`src/hw/rtl/hkrb_pkg.sv`:
```
// shared constants, types and controller/datapath links for the report builder
// no dependencies
package hkrb_pkg;

  localparam int SLOT_COUNT = 6;
  localparam int KEY_SPACE  = 256;
  localparam int OUT_SLOTS  = 6;
  localparam int KEY_W      = 8;
  localparam int CNT_W      = $clog2(SLOT_COUNT + 1);
  localparam int IN_DATA_W  = 8;
  localparam int OUT_DATA_W = KEY_W * (OUT_SLOTS + 1);

  localparam logic [4:0] MOD_PREFIX = 5'b11100;

  localparam logic OP_PRESS   = 1'b0;
  localparam logic OP_RELEASE = 1'b1;

  typedef logic [KEY_W-1:0] key_t;

  typedef struct packed {
    logic load;
    logic clr_step;
    logic hold_we;
    logic hold_val;
    logic mod_set;
    logic mod_clr;
    logic append;
    logic remove;
    logic emit;
  } hkrb_cmd_t;

  typedef struct packed {
    logic clr_last;
    logic code_zero;
    logic op;
    logic held;
    logic is_mod;
    logic full;
    logic hit;
    logic out_free;
  } hkrb_sts_t;

endpackage

```
`src/hw/rtl/hkrb_ram.sv`:
```
// generic single-port-write ram with registered read
// no dependencies
module hkrb_ram #(
  parameter int WIDTH = 1,
  parameter int DEPTH = 256
) (
  input  logic                     clk,
  input  logic                     we,
  input  logic [$clog2(DEPTH)-1:0] waddr,
  input  logic [WIDTH-1:0]         wdata,
  input  logic [$clog2(DEPTH)-1:0] raddr,
  output logic [WIDTH-1:0]         rdata
);

  logic [WIDTH-1:0] mem [DEPTH];

  always_ff @(posedge clk) begin
    if (we) begin
      mem[waddr] <= wdata;
    end
    rdata <= mem[raddr];
  end

endmodule

```
`src/hw/rtl/hkrb_datapath.sv`:
```
// held-key map, modifier byte, key slots and output report register
// depends on hkrb_pkg and hkrb_ram
module hkrb_datapath
  import hkrb_pkg::*;
(
  input  logic                  clk,
  input  logic                  rst,
  input  hkrb_cmd_t             cmd,
  output hkrb_sts_t             sts,
  input  logic                  in_op,
  input  key_t                  in_code,
  output logic                  out_valid,
  input  logic                  out_ready,
  output logic [OUT_DATA_W-1:0] out_data
);

  logic                  op;
  key_t                  code;
  key_t                  clr_addr;
  logic                  held;
  logic                  ram_we;
  key_t                  ram_waddr;
  logic                  ram_wdata;
  logic [7:0]            modifier;
  key_t                  slots [SLOT_COUNT];
  logic [CNT_W-1:0]      count;
  logic [SLOT_COUNT-1:0] match;
  logic [SLOT_COUNT-1:0] hit;
  logic [SLOT_COUNT-1:0] last_oh;
  key_t                  last_val;
  logic [OUT_DATA_W-1:0] report;

  // held-key map, swept to zero after reset
  assign ram_we    = cmd.clr_step | cmd.hold_we;
  assign ram_waddr = cmd.clr_step ? clr_addr : code;
  assign ram_wdata = cmd.clr_step ? 1'b0 : cmd.hold_val;

  hkrb_ram #(
    .WIDTH (1),
    .DEPTH (KEY_SPACE)
  ) u_held (
    .clk   (clk),
    .we    (ram_we),
    .waddr (ram_waddr),
    .wdata (ram_wdata),
    .raddr (code),
    .rdata (held)
  );

  always_ff @(posedge clk) begin
    if (rst) begin
      clr_addr <= '0;
    end else if (cmd.clr_step) begin
      clr_addr <= clr_addr + 1'b1;
    end
  end

  always_ff @(posedge clk) begin
    if (cmd.load) begin
      op   <= in_op;
      code <= in_code;
    end
  end

  // parallel slot compare, first match kept
  always_comb begin
    last_val = '0;
    for (int j = 0; j < SLOT_COUNT; j++) begin
      match[j]   = (slots[j] == code) && (CNT_W'(j) < count);
      last_oh[j] = (CNT_W'(j + 1) == count);
      last_val   = last_val | (slots[j] & {KEY_W{last_oh[j]}});
    end
  end

  always_ff @(posedge clk) begin
    hit <= match & (~match + 1'b1);
  end

  always_ff @(posedge clk) begin
    if (rst) begin
      modifier <= '0;
      count    <= '0;
      for (int j = 0; j < SLOT_COUNT; j++) begin
        slots[j] <= '0;
      end
    end else begin
      if (cmd.mod_set) begin
        modifier[code[2:0]] <= 1'b1;
      end else if (cmd.mod_clr) begin
        modifier[code[2:0]] <= 1'b0;
      end
      if (cmd.append) begin
        for (int j = 0; j < SLOT_COUNT; j++) begin
          if (CNT_W'(j) == count) begin
            slots[j] <= code;
          end
        end
        count <= count + 1'b1;
      end else if (cmd.remove) begin
        for (int j = 0; j < SLOT_COUNT; j++) begin
          if (last_oh[j]) begin
            slots[j] <= '0;
          end else if (hit[j]) begin
            slots[j] <= last_val;
          end
        end
        count <= count - 1'b1;
      end
    end
  end

  // report packing, slots beyond the slot count read as zero
  assign report[KEY_W-1:0] = modifier;
  for (genvar j = 0; j < OUT_SLOTS; j++) begin : g_pack
    if (j < SLOT_COUNT) begin : g_used
      assign report[KEY_W*(j+2)-1 -: KEY_W] = slots[j];
    end else begin : g_zero
      assign report[KEY_W*(j+2)-1 -: KEY_W] = '0;
    end
  end

  always_ff @(posedge clk) begin
    if (rst) begin
      out_valid <= 1'b0;
    end else if (cmd.emit) begin
      out_valid <= 1'b1;
    end else if (out_ready) begin
      out_valid <= 1'b0;
    end
  end

  always_ff @(posedge clk) begin
    if (cmd.emit) begin
      out_data <= report;
    end
  end

  assign sts.clr_last  = (clr_addr == key_t'(KEY_SPACE - 1));
  assign sts.code_zero = (code == '0);
  assign sts.op        = op;
  assign sts.held      = held;
  assign sts.is_mod    = (code[7:3] == MOD_PREFIX);
  assign sts.full      = (count == CNT_W'(SLOT_COUNT));
  assign sts.hit       = |hit;
  assign sts.out_free  = !out_valid || out_ready;

endmodule

```
`src/hw/rtl/hkrb_ctrl.sv`:
```
// sequencing state machine for clear sweep, map lookup, update and report
// depends on hkrb_pkg
module hkrb_ctrl
  import hkrb_pkg::*;
(
  input  logic      clk,
  input  logic      rst,
  input  logic      in_valid,
  output logic      in_ready,
  input  hkrb_sts_t sts,
  output hkrb_cmd_t cmd
);

  localparam logic [2:0] ST_CLEAR  = 3'd0;
  localparam logic [2:0] ST_IDLE   = 3'd1;
  localparam logic [2:0] ST_READ   = 3'd2;
  localparam logic [2:0] ST_DECIDE = 3'd3;
  localparam logic [2:0] ST_REMOVE = 3'd4;
  localparam logic [2:0] ST_EMIT   = 3'd5;

  logic [2:0] state;
  logic [2:0] state_next;

  assign in_ready = (state == ST_IDLE);

  always_ff @(posedge clk) begin
    if (rst) begin
      state <= ST_CLEAR;
    end else begin
      state <= state_next;
    end
  end

  always_comb begin
    state_next = state;
    cmd        = '0;
    unique case (state)
      ST_CLEAR: begin
        cmd.clr_step = 1'b1;
        if (sts.clr_last) begin
          state_next = ST_IDLE;
        end
      end
      ST_IDLE: begin
        if (in_valid) begin
          cmd.load   = 1'b1;
          state_next = ST_READ;
        end
      end
      ST_READ: begin
        state_next = ST_DECIDE;
      end
      ST_DECIDE: begin
        state_next = ST_IDLE;
        if (sts.code_zero) begin
          state_next = ST_IDLE;
        end else if (sts.op == OP_PRESS) begin
          if (!sts.held) begin
            cmd.hold_we  = 1'b1;
            cmd.hold_val = 1'b1;
            if (sts.is_mod) begin
              cmd.mod_set = 1'b1;
              state_next  = ST_EMIT;
            end else if (!sts.full) begin
              cmd.append = 1'b1;
              state_next = ST_EMIT;
            end
          end
        end else if (sts.held) begin
          cmd.hold_we = 1'b1;
          if (sts.is_mod) begin
            cmd.mod_clr = 1'b1;
            state_next  = ST_EMIT;
          end else begin
            state_next = ST_REMOVE;
          end
        end
      end
      ST_REMOVE: begin
        if (sts.hit) begin
          cmd.remove = 1'b1;
          state_next = ST_EMIT;
        end else begin
          state_next = ST_IDLE;
        end
      end
      ST_EMIT: begin
        if (sts.out_free) begin
          cmd.emit   = 1'b1;
          state_next = ST_IDLE;
        end
      end
      default: begin
        state_next = ST_IDLE;
      end
    endcase
  end

endmodule

```
`src/hw/rtl/hid_keyboard_report_builder.sv`:
```
// steps: load the accepted word, read the held-key map, decide and update, remove the slot
// for a non-modifier release, then register the report once the output register is free
// the next event is taken only after this sequence, while a pending report waits in the
// output register; reset: synchronous, then all 256 held-key map entries are swept clear
// with s_tready low; depends on hkrb_pkg, hkrb_ctrl, hkrb_datapath
module hid_keyboard_report_builder
  import hkrb_pkg::*;
(
  input  logic                  clk,
  input  logic                  rst,
  input  logic                  s_tvalid,
  output logic                  s_tready,
  input  logic [IN_DATA_W-1:0]  s_tdata,  // key_code
  input  logic                  s_tuser,  // op
  output logic                  m_tvalid,
  input  logic                  m_tready,
  output logic [OUT_DATA_W-1:0] m_tdata   // modifier_bits, slot0 .. slot5
);

  hkrb_cmd_t cmd;
  hkrb_sts_t sts;

  hkrb_ctrl u_ctrl (
    .clk      (clk),
    .rst      (rst),
    .in_valid (s_tvalid),
    .in_ready (s_tready),
    .sts      (sts),
    .cmd      (cmd)
  );

  hkrb_datapath u_dp (
    .clk       (clk),
    .rst       (rst),
    .cmd       (cmd),
    .sts       (sts),
    .in_op     (s_tuser),
    .in_code   (s_tdata),
    .out_valid (m_tvalid),
    .out_ready (m_tready),
    .out_data  (m_tdata)
  );

endmodule

```
`config.mk`:
```
export PLATFORM = sky130hd
export DESIGN_NAME = hid_keyboard_report_builder
export DESIGN_NICKNAME = d
export VERILOG_FILES = /design/src/hw/rtl/hkrb_pkg.sv /design/src/hw/rtl/hkrb_ram.sv /design/src/hw/rtl/hkrb_datapath.sv /design/src/hw/rtl/hkrb_ctrl.sv /design/src/hw/rtl/hid_keyboard_report_builder.sv
export SDC_FILE = /design/constraint.sdc
export NUM_CORES = 1
export LEC_CHECK = 0
export ABC_AREA = 1
export BUFFER_PORTS_ARGS = -buffer_cell sky130_fd_sc_hd__buf_2
export CAP_MARGIN = 20
export CELL_PAD_IN_SITES_DETAIL_PLACEMENT = 1
export CELL_PAD_IN_SITES_GLOBAL_PLACEMENT = 1
export CORE_UTILIZATION = 48
export CTS_BUF_LIST = sky130_fd_sc_hd__clkbuf_4 sky130_fd_sc_hd__clkbuf_8 sky130_fd_sc_hd__clkbuf_16
export DETAILED_ROUTE_END_ITERATION = 7
export GPL_TIMING_DRIVEN = 0
export PLACE_DENSITY_LB_ADDON = 0.1
export SLEW_MARGIN = 10
export SYNTH_ARGS = -nofsm -noshare
export SYNTH_HDL_FRONTEND = slang
export SYNTH_SLANG_ARGS = --single-unit
```
`constraint.sdc`:
```
create_clock -name clk -period 9.8 [get_ports clk]
set_input_delay 1.47 -clock clk [delete_from_list [all_inputs] [get_ports clk]]
set_output_delay 1.47 -clock clk [all_outputs]
set_load 0.05 [all_outputs]
```
* After elaboration in Yosys (flattened, before gate mapping) *
Memory sizes are Yosys's and may differ from the RTL's. A register that Yosys moved wholly into a read port is not among the register bits.
Index checks and enable logic that the tools add are counted.

word-level totals
  bits in registers = 94
  RAM bits = 304
  input bits = 13
  output and inout port bits = 58
  memories = 2

memories
  memory           words  width  rd ports  clocked after Yosys merged registers in  wr ports  RTL line             RTL
  u_dp.u_held.mem  256    1      1         1                                        1         hkrb_ram.sv:15       logic [WIDTH-1:0] mem [DEPTH];
  u_dp.slots       6      8      6         0                                        6         hkrb_datapath.sv:25  key_t slots [SLOT_COUNT];

cells by class
  add/sub/neg operators = 4
  order comparisons = 8
  eq/ne operators = 23
  mux-type cells = 149
  bitwise logic cells = 35
  reductions and logical operators = 17

operators with widths
  cell                                                 count
  two-way mux 8 bit                                    21
  two-way mux 1 bit                                    110
  AND 8 bit                                            7
  equality test 8 bit                                  6
  OR 8 bit                                             6
  two-way mux 3 bit                                    13
  OR 1 bit                                             19
  case mux 3 bit (6 select lines)                      1
  two-way mux 5 bit                                    2
  equality test 3 bit, first input constant            3
  equality test 3 bit, second input constant           3
  adder 8 x 1 -> 8 bit, second input constant          1
  equality test 8 bit, second input constant           1
  logical NOT 8 bit                                    1
  inverter 8 bit                                       1
  logical AND 1 bit                                    7
  adder 6 x 1 -> 6 bit, second input constant          1
  AND 6 bit                                            1
  equality test 2 x 3 -> 1 bit, first input constant   2
  equality test 3 x 2 -> 1 bit, second input constant  2
  logical NOT 3 bit                                    2
  < comparator 1 x 3 -> 1 bit, first input constant    2
  < comparator 2 x 3 -> 1 bit, first input constant    2
  < comparator 3 bit, first input constant             2
  16 further kinds                                     20

* Logic depth before layout (Yosys ltp) *
  depth after elaboration = 13
  gate-level depth with buffers = 14

* By module *
From an unflattened synthesis, not the netlist that was laid out.

unflattened totals
  cell total of the unflattened synthesis = 1,966
  area, all modules = 18,718.0 um^2

modules (own cells, without submodules)
  module         instances  cells each  area each (um^2)  sequential area each (um^2)
  hkrb_ram       1          1,184       11,717.5          7,707.4
  hkrb_datapath  1          721         6,675.2           3,913.8
  hkrb_ctrl      1          61          325.3             60.1

* Worst setup path before layout *
No wires, ideal clock.

  kind = reg2reg
  start = reg u_dp.code[7]
  end = mem u_dp.u_held.mem[0], data pin
  setup time = 1.388 ns
  data arrival time = 6.735 ns
  path slack = 1.677 ns
  stages on the path, launching flop included = 7
  buffers on the path = 0
  path through = edfxtp_1 -> clkinv_1 -> nand4_1 -> nor3_1 -> inv_1 -> nand2_1 -> nor2_1

on the way
  longest elaborated chain between the ends = 4

RTL lines
  element                   RTL line              RTL
  from (decl)               hkrb_datapath.sv:18   key_t code;
  from (signal assigned)    hkrb_datapath.sv:61   code <= in_code;
  logical NOT 8 bit         hkrb_datapath.sv:139  assign sts.code_zero = (code == '0);
  two-way mux 5 bit         hkrb_ctrl.sv:55       if (sts.code_zero) begin
  two-way mux 5 bit         hkrb_ctrl.sv:37       unique case (state)
  two-way mux 1 bit         hkrb_datapath.sv:36   assign ram_wdata = cmd.clr_step ? 1'b0 : cmd.hold_val;
  named net u_dp.ram_wdata  hkrb_datapath.sv:23   logic ram_wdata;
  to (decl)                 hkrb_ram.sv:15

The timed path passes the listed nets, and every way through them passes these cells.

* Worst setup path in the final report *
  start = reg u_dp.code[3]
  end = mem u_dp.u_held.mem[79] (enable)

on the way
  longest elaborated chain between the ends = 6
  elaborated cells between the ends (all ways) = 7
  those cells by class = mux: 5; bitwise: 1; reduce/logical: 1

RTL lines
  element                                  RTL line              RTL
  logical NOT 8 bit                        hkrb_datapath.sv:139
  two-way mux 5 bit                        hkrb_ctrl.sv:55
  two-way mux 5 bit                        hkrb_ctrl.sv:37
  OR 1 bit                                 hkrb_datapath.sv:34   assign ram_we = cmd.clr_step | cmd.hold_we;
  two-way mux 1 bit                        hkrb_ram.sv:18        if (we) begin
  two-way mux 1 bit (not written as such)  hkrb_ram.sv:19        mem[waddr] <= wdata;

Parallel ways exist; a longest one is shown, timed or not.

==> metrics.txt <==
# TYPE chip_impl_metric gauge
chip_impl_info{name="outcome",value="completed"} 1
chip_impl_info{name="rsz0062_at_grt",value="false"} 1
chip_impl_metric{name="hold-worst-slack",unit="ps"} 444.6
chip_impl_metric{name="clk_pin_slew_worst_paths",unit="ps"} 60
chip_impl_metric{name="antennaDiodeCount",unit=""} 0
chip_impl_metric{name="num_vias",unit=""} 15666
chip_impl_info{name="type_of_element_capturing_the_critical_path",value="register"} 1
chip_impl_metric{name="detailedRoute.firstIterationViolations",unit=""} 1385
chip_impl_info{name="leading_register_cell_type_out_of_synthesis",value="sky130_fd_sc_hd__edfxtp_1"} 1
chip_impl_metric{name="finClkSkew",unit="ps"} 29.31
chip_impl_metric{name="cts_setup_buffers",unit=""} 0
chip_impl_metric{name="synth_compound_area_share",unit="%"} 6.256
chip_impl_metric{name="synth-simple-area-share",unit="%"} 23.02
chip_impl_metric{name="post_cts_resize_count",unit=""} 0
chip_impl_metric{name="cts_inserted_buffers",unit=""} 45
chip_impl_metric{name="die_height",unit="microns"} 200.5
chip_impl_metric{name="async_sr_flop_fraction",unit="%"} 0
chip_impl_metric{name="pre_cts_slack",unit="ps"} 5876
chip_impl_metric{name="postLayoutCellArea",unit="sq um"} 21520
chip_impl_metric{name="place_area",unit="sq um"} 20100
chip_impl_metric{name="place.detailed.hpwl",unit="microns"} 46970
chip_impl_metric{name="worstSkewPairLatency",unit="ps"} 610
chip_impl_metric{name="clkSinkCount",unit=""} 399
chip_impl_metric{name="syn_area_per_cell",unit="sq um"} 9.252
chip_impl_metric{name="grt_max_degree",unit=""} 48
chip_impl_metric{name="routed_wire_length_per_instance",unit="microns"} 24.97
chip_impl_metric{name="layout_setup_ws",unit="ps"} 5813
chip_impl_metric{name="fill_cells",unit=""} 4483
chip_impl_metric{name="grt_pass1_vias",unit=""} 16190
chip_impl_info{name="cts_tree",value="built"} 1
chip_impl_info{name="yosys-top-cells-area",value="sky130_fd_sc_hd__edfxtp_1, sky130_fd_sc_hd__nor2_1, sky130_fd_sc_hd__nand2_1"} 1
chip_impl_metric{name="max_cap_violations",unit=""} 0
chip_impl_metric{name="worstPathArrival",unit="ps"} 4310
chip_impl_metric{name="total_leakage_power",unit="uW"} 0.008395
chip_impl_metric{name="area_share_of_fa_ha_maj_cells_after_synthesis",unit="%"} 0.4629
chip_impl_metric{name="slowest_delay",unit="ps"} 730
chip_impl_metric{name="period_share",unit="%"} 40.68
chip_impl_metric{name="global_route_overflow",unit=""} 0
chip_impl_metric{name="layout-drive-gt1-share",unit="%"} 10.41
chip_impl_info{name="worst_setup_path_start_kind",value="register"} 1
chip_impl_metric{name="yosys.area.top_type_share",unit="%"} 58.57
chip_impl_info{name="critPathSlowestCell",value="sky130_fd_sc_hd__nor2_1"} 1
chip_impl_metric{name="synth_seq_cells",unit=""} 399
chip_impl_metric{name="power.ir.vdd_worst",unit="V"} 0.0001509
chip_impl_metric{name="number_of_failing_hold_endpoints_at_the_final_stage",unit=""} 0
chip_impl_metric{name="period_minus_slack",unit="ps"} 3987
chip_impl_metric{name="setup_viol",unit=""} 0
chip_impl_info{name="timing_worst_setup_path_type",value="register to register"} 1
chip_impl_metric{name="first_pass_grt_wire_length",unit="microns"} 101200
chip_impl_metric{name="drt_first_pass_iters",unit=""} 6
chip_impl_metric{name="area_growth_syn_to_layout",unit="%"} 13.76
chip_impl_metric{name="max_slew_margin",unit="%"} 21.53
chip_impl_metric{name="critPathBufInv",unit=""} 3
chip_impl_metric{name="post_drt_via_cell_ratio",unit=""} 5.745
chip_impl_metric{name="synth_xor_xnor_area_share",unit="%"} 0.8796
chip_impl_metric{name="antenna_violating_nets_post_route",unit=""} 0
chip_impl_metric{name="drcViolationCount",unit=""} 0
chip_impl_metric{name="grt_use_total",unit="%"} 34.37
chip_impl_info{name="critPathTopFamily",value="simple AND/OR/NAND/NOR gates"} 1
chip_impl_info{name="netlist_top_cells_count",value="sky130_fd_sc_hd__nor2_1, sky130_fd_sc_hd__nand2_1, sky130_fd_sc_hd__edfxtp_1, sky130_fd_sc_hd__inv_1, sky130_fd_sc_hd__nand3_1"} 1
chip_impl_metric{name="io_buffer_count",unit=""} 69
chip_impl_metric{name="timing.final.max_slew_violations",unit=""} 0
chip_impl_metric{name="maxClockFrequency",unit="MHz"} 250.8
chip_impl_metric{name="floorplan.die_area",unit="sq um"} 40210
chip_impl_metric{name="gp_routability_congestion",unit=""} 0.9513
chip_impl_metric{name="drt-total-wl",unit="microns"} 68110
chip_impl_metric{name="row_count",unit=""} 72
chip_impl_metric{name="cells_after_synth",unit=""} 2045
chip_impl_info{name="largest_family_of_logic_cells_by_synthesized_area",value="simple AND/OR/NAND/NOR gates"} 1
chip_impl_metric{name="post_synth_mux_area_share",unit="%"} 0
chip_impl_metric{name="syn-cell-area",unit="sq um"} 18920
chip_impl_metric{name="worst_pin_slew",unit="ps"} 1177
chip_impl_metric{name="p_per_area",unit="nW/um^2"} 177.6
chip_impl_metric{name="synth_cell_types",unit=""} 38
chip_impl_metric{name="fp.dieW",unit="microns"} 200.5
chip_impl_metric{name="core_area",unit="sq um"} 38740
chip_impl_metric{name="longest_clk_path_bufs",unit=""} 3
chip_impl_metric{name="synth_enable_flop_cells",unit=""} 369
chip_impl_info{name="synth_most_common_cell",value="sky130_fd_sc_hd__nor2_1"} 1
chip_impl_info{name="cts-root-buf",value="sky130_fd_sc_hd__clkbuf_16"} 1
chip_impl_info{name="crit_top_cell",value="sky130_fd_sc_hd__nor2_1"} 1
chip_impl_metric{name="antenna_violations_before_repair",unit=""} 0
chip_impl_metric{name="h-tree-depth",unit=""} 2
chip_impl_metric{name="postCtsHoldBufs",unit=""} 0
chip_impl_info{name="cp_cell_sequence",value="nor2_1, inv_1, nor3_1, inv_1, nand2_1, nor2_1, nor2_1, nor3_2, nand2_2, buf_4, nor2_1"} 1
chip_impl_metric{name="synthesis.nets",unit=""} 2065
chip_impl_metric{name="fin_nets",unit=""} 2193
chip_impl_metric{name="synth_seq_area_share",unit="%"} 61.74
chip_impl_metric{name="crit_required",unit="ps"} 10120
chip_impl_metric{name="worstPathMaxFanout",unit=""} 10
chip_impl_metric{name="boundaryPins",unit=""} 71
chip_impl_metric{name="yosysWarnings",unit=""} 0
chip_impl_metric{name="starting_density_of_the_core",unit="%"} 48.84
chip_impl_info{name="holdCritPathClass",value="register to register"} 1
chip_impl_info{name="cell_taking_the_most_area_after_synthesis",value="sky130_fd_sc_hd__edfxtp_1"} 1
[per-layer routing]
metal / routed length (microns) / global-route usage, % / vias to the layer above
met1: 26370 / 41.39 / 7753
met5: 0 / 0 / -
met3: 4665 / 5.812 / 225
li1: - / - / 6991
met4: 3994 / 19.47 / 0
met2: 33070 / 58.52 / 697
[per-stage QoR]
| step | utilization [%] | setup TNS [ps] | total power, uW | instances |
|---|---|---|---|---|
| floorplan | - | 0 | 2077 | 2045 |
| global placement | 51.41 | -908740 | 2199 | 2632 |
| detailed placement | 51.90 | 0 | 2209 | 2644 |
| CTS | 55.56 | 0 | 3827 | 2727 |
| global route | 55.56 | 0 | 3910 | 2727 |
| finish | 55.56 | 0 | 3822 | 2727 |
[cell families after synthesis]
logic type	count (synthesis)
AO/OA/AOI/OAI	205
XOR/XNOR	19
adder cells (fa/ha/maj)	7
buffers and inverters	358
flip-flops	399
AND/OR/NAND/NOR	1057
[cells in the final DEF, fill, tap and decap left out, types with 30 or more instances in the layout]
master and instances:
sky130_fd_sc_hd__nand2_1 380, sky130_fd_sc_hd__o21ai_0 113, sky130_fd_sc_hd__buf_2 88, sky130_fd_sc_hd__clkbuf_1 62, sky130_fd_sc_hd__nand3_1 147, sky130_fd_sc_hd__inv_1 251
sky130_fd_sc_hd__clkbuf_16 46, sky130_fd_sc_hd__dfxtp_1 30, sky130_fd_sc_hd__nor2_1 447, sky130_fd_sc_hd__edfxtp_1 369
[sequential cells by signal (all words and copies together), names as in the netlist, 3 cells and up, named ones only]
signal	flops
u_dp.clr_addr	8
u_dp.u_held.mem	256
u_dp.code	8
u_dp.out_data	56
u_dp.slots	48
u_dp.count	3
u_dp.hit	6
u_ctrl.state	3
[worst reg2reg max path: stages (launching register included)]
cell and delay (ps):
sky130_fd_sc_hd__edfxtp_1 440, sky130_fd_sc_hd__nor2_1 730, sky130_fd_sc_hd__inv_1 450, sky130_fd_sc_hd__nor3_1 410, sky130_fd_sc_hd__inv_1 150, sky130_fd_sc_hd__nand2_1 180, sky130_fd_sc_hd__nor2_1 90, sky130_fd_sc_hd__nor2_1 350
sky130_fd_sc_hd__nor3_2 160, sky130_fd_sc_hd__nand2_2 320, sky130_fd_sc_hd__buf_4 340, sky130_fd_sc_hd__nor2_1 100
[worst paths after layout]
kind                      from             endpoint  slack [ps]  depth (start not counted)
setup / recovery  u_dp.code[3]  u_dp.u_held.mem[79]        5810                         11
hold / removal        register     u_dp.out_data[2]         440                          0
setup reg to reg  u_dp.code[3]  u_dp.u_held.mem[79]        5810                         11
hold reg to reg       register     u_dp.out_data[2]         440                          0
[report_power, final]
group	switching (uW)	leakage (uW)	internal, uW
Clock	711	0.000710	929
Combinational	240	0.00456	66.9
Sequential	15.5	0.00313	1860
[layout make-up]
type / instances / area, sq um / area share [%]
well taps: 518 / 648.1 / 3.011
plain buffers: 100 / 476.7 / 2.215
repair buffers: 81 / 515.5 / 2.395
multi-input cells: 1288 / 5813 / 27.01
clock buffers: 57 / 1246 / 5.790
clock inverters: 26 / 172.7 / 0.8023
flip-flops and latches: 399 / 11680 / 54.28
inverters: 258 / 968.4 / 4.500
Power figures use the tool's default switching activity.
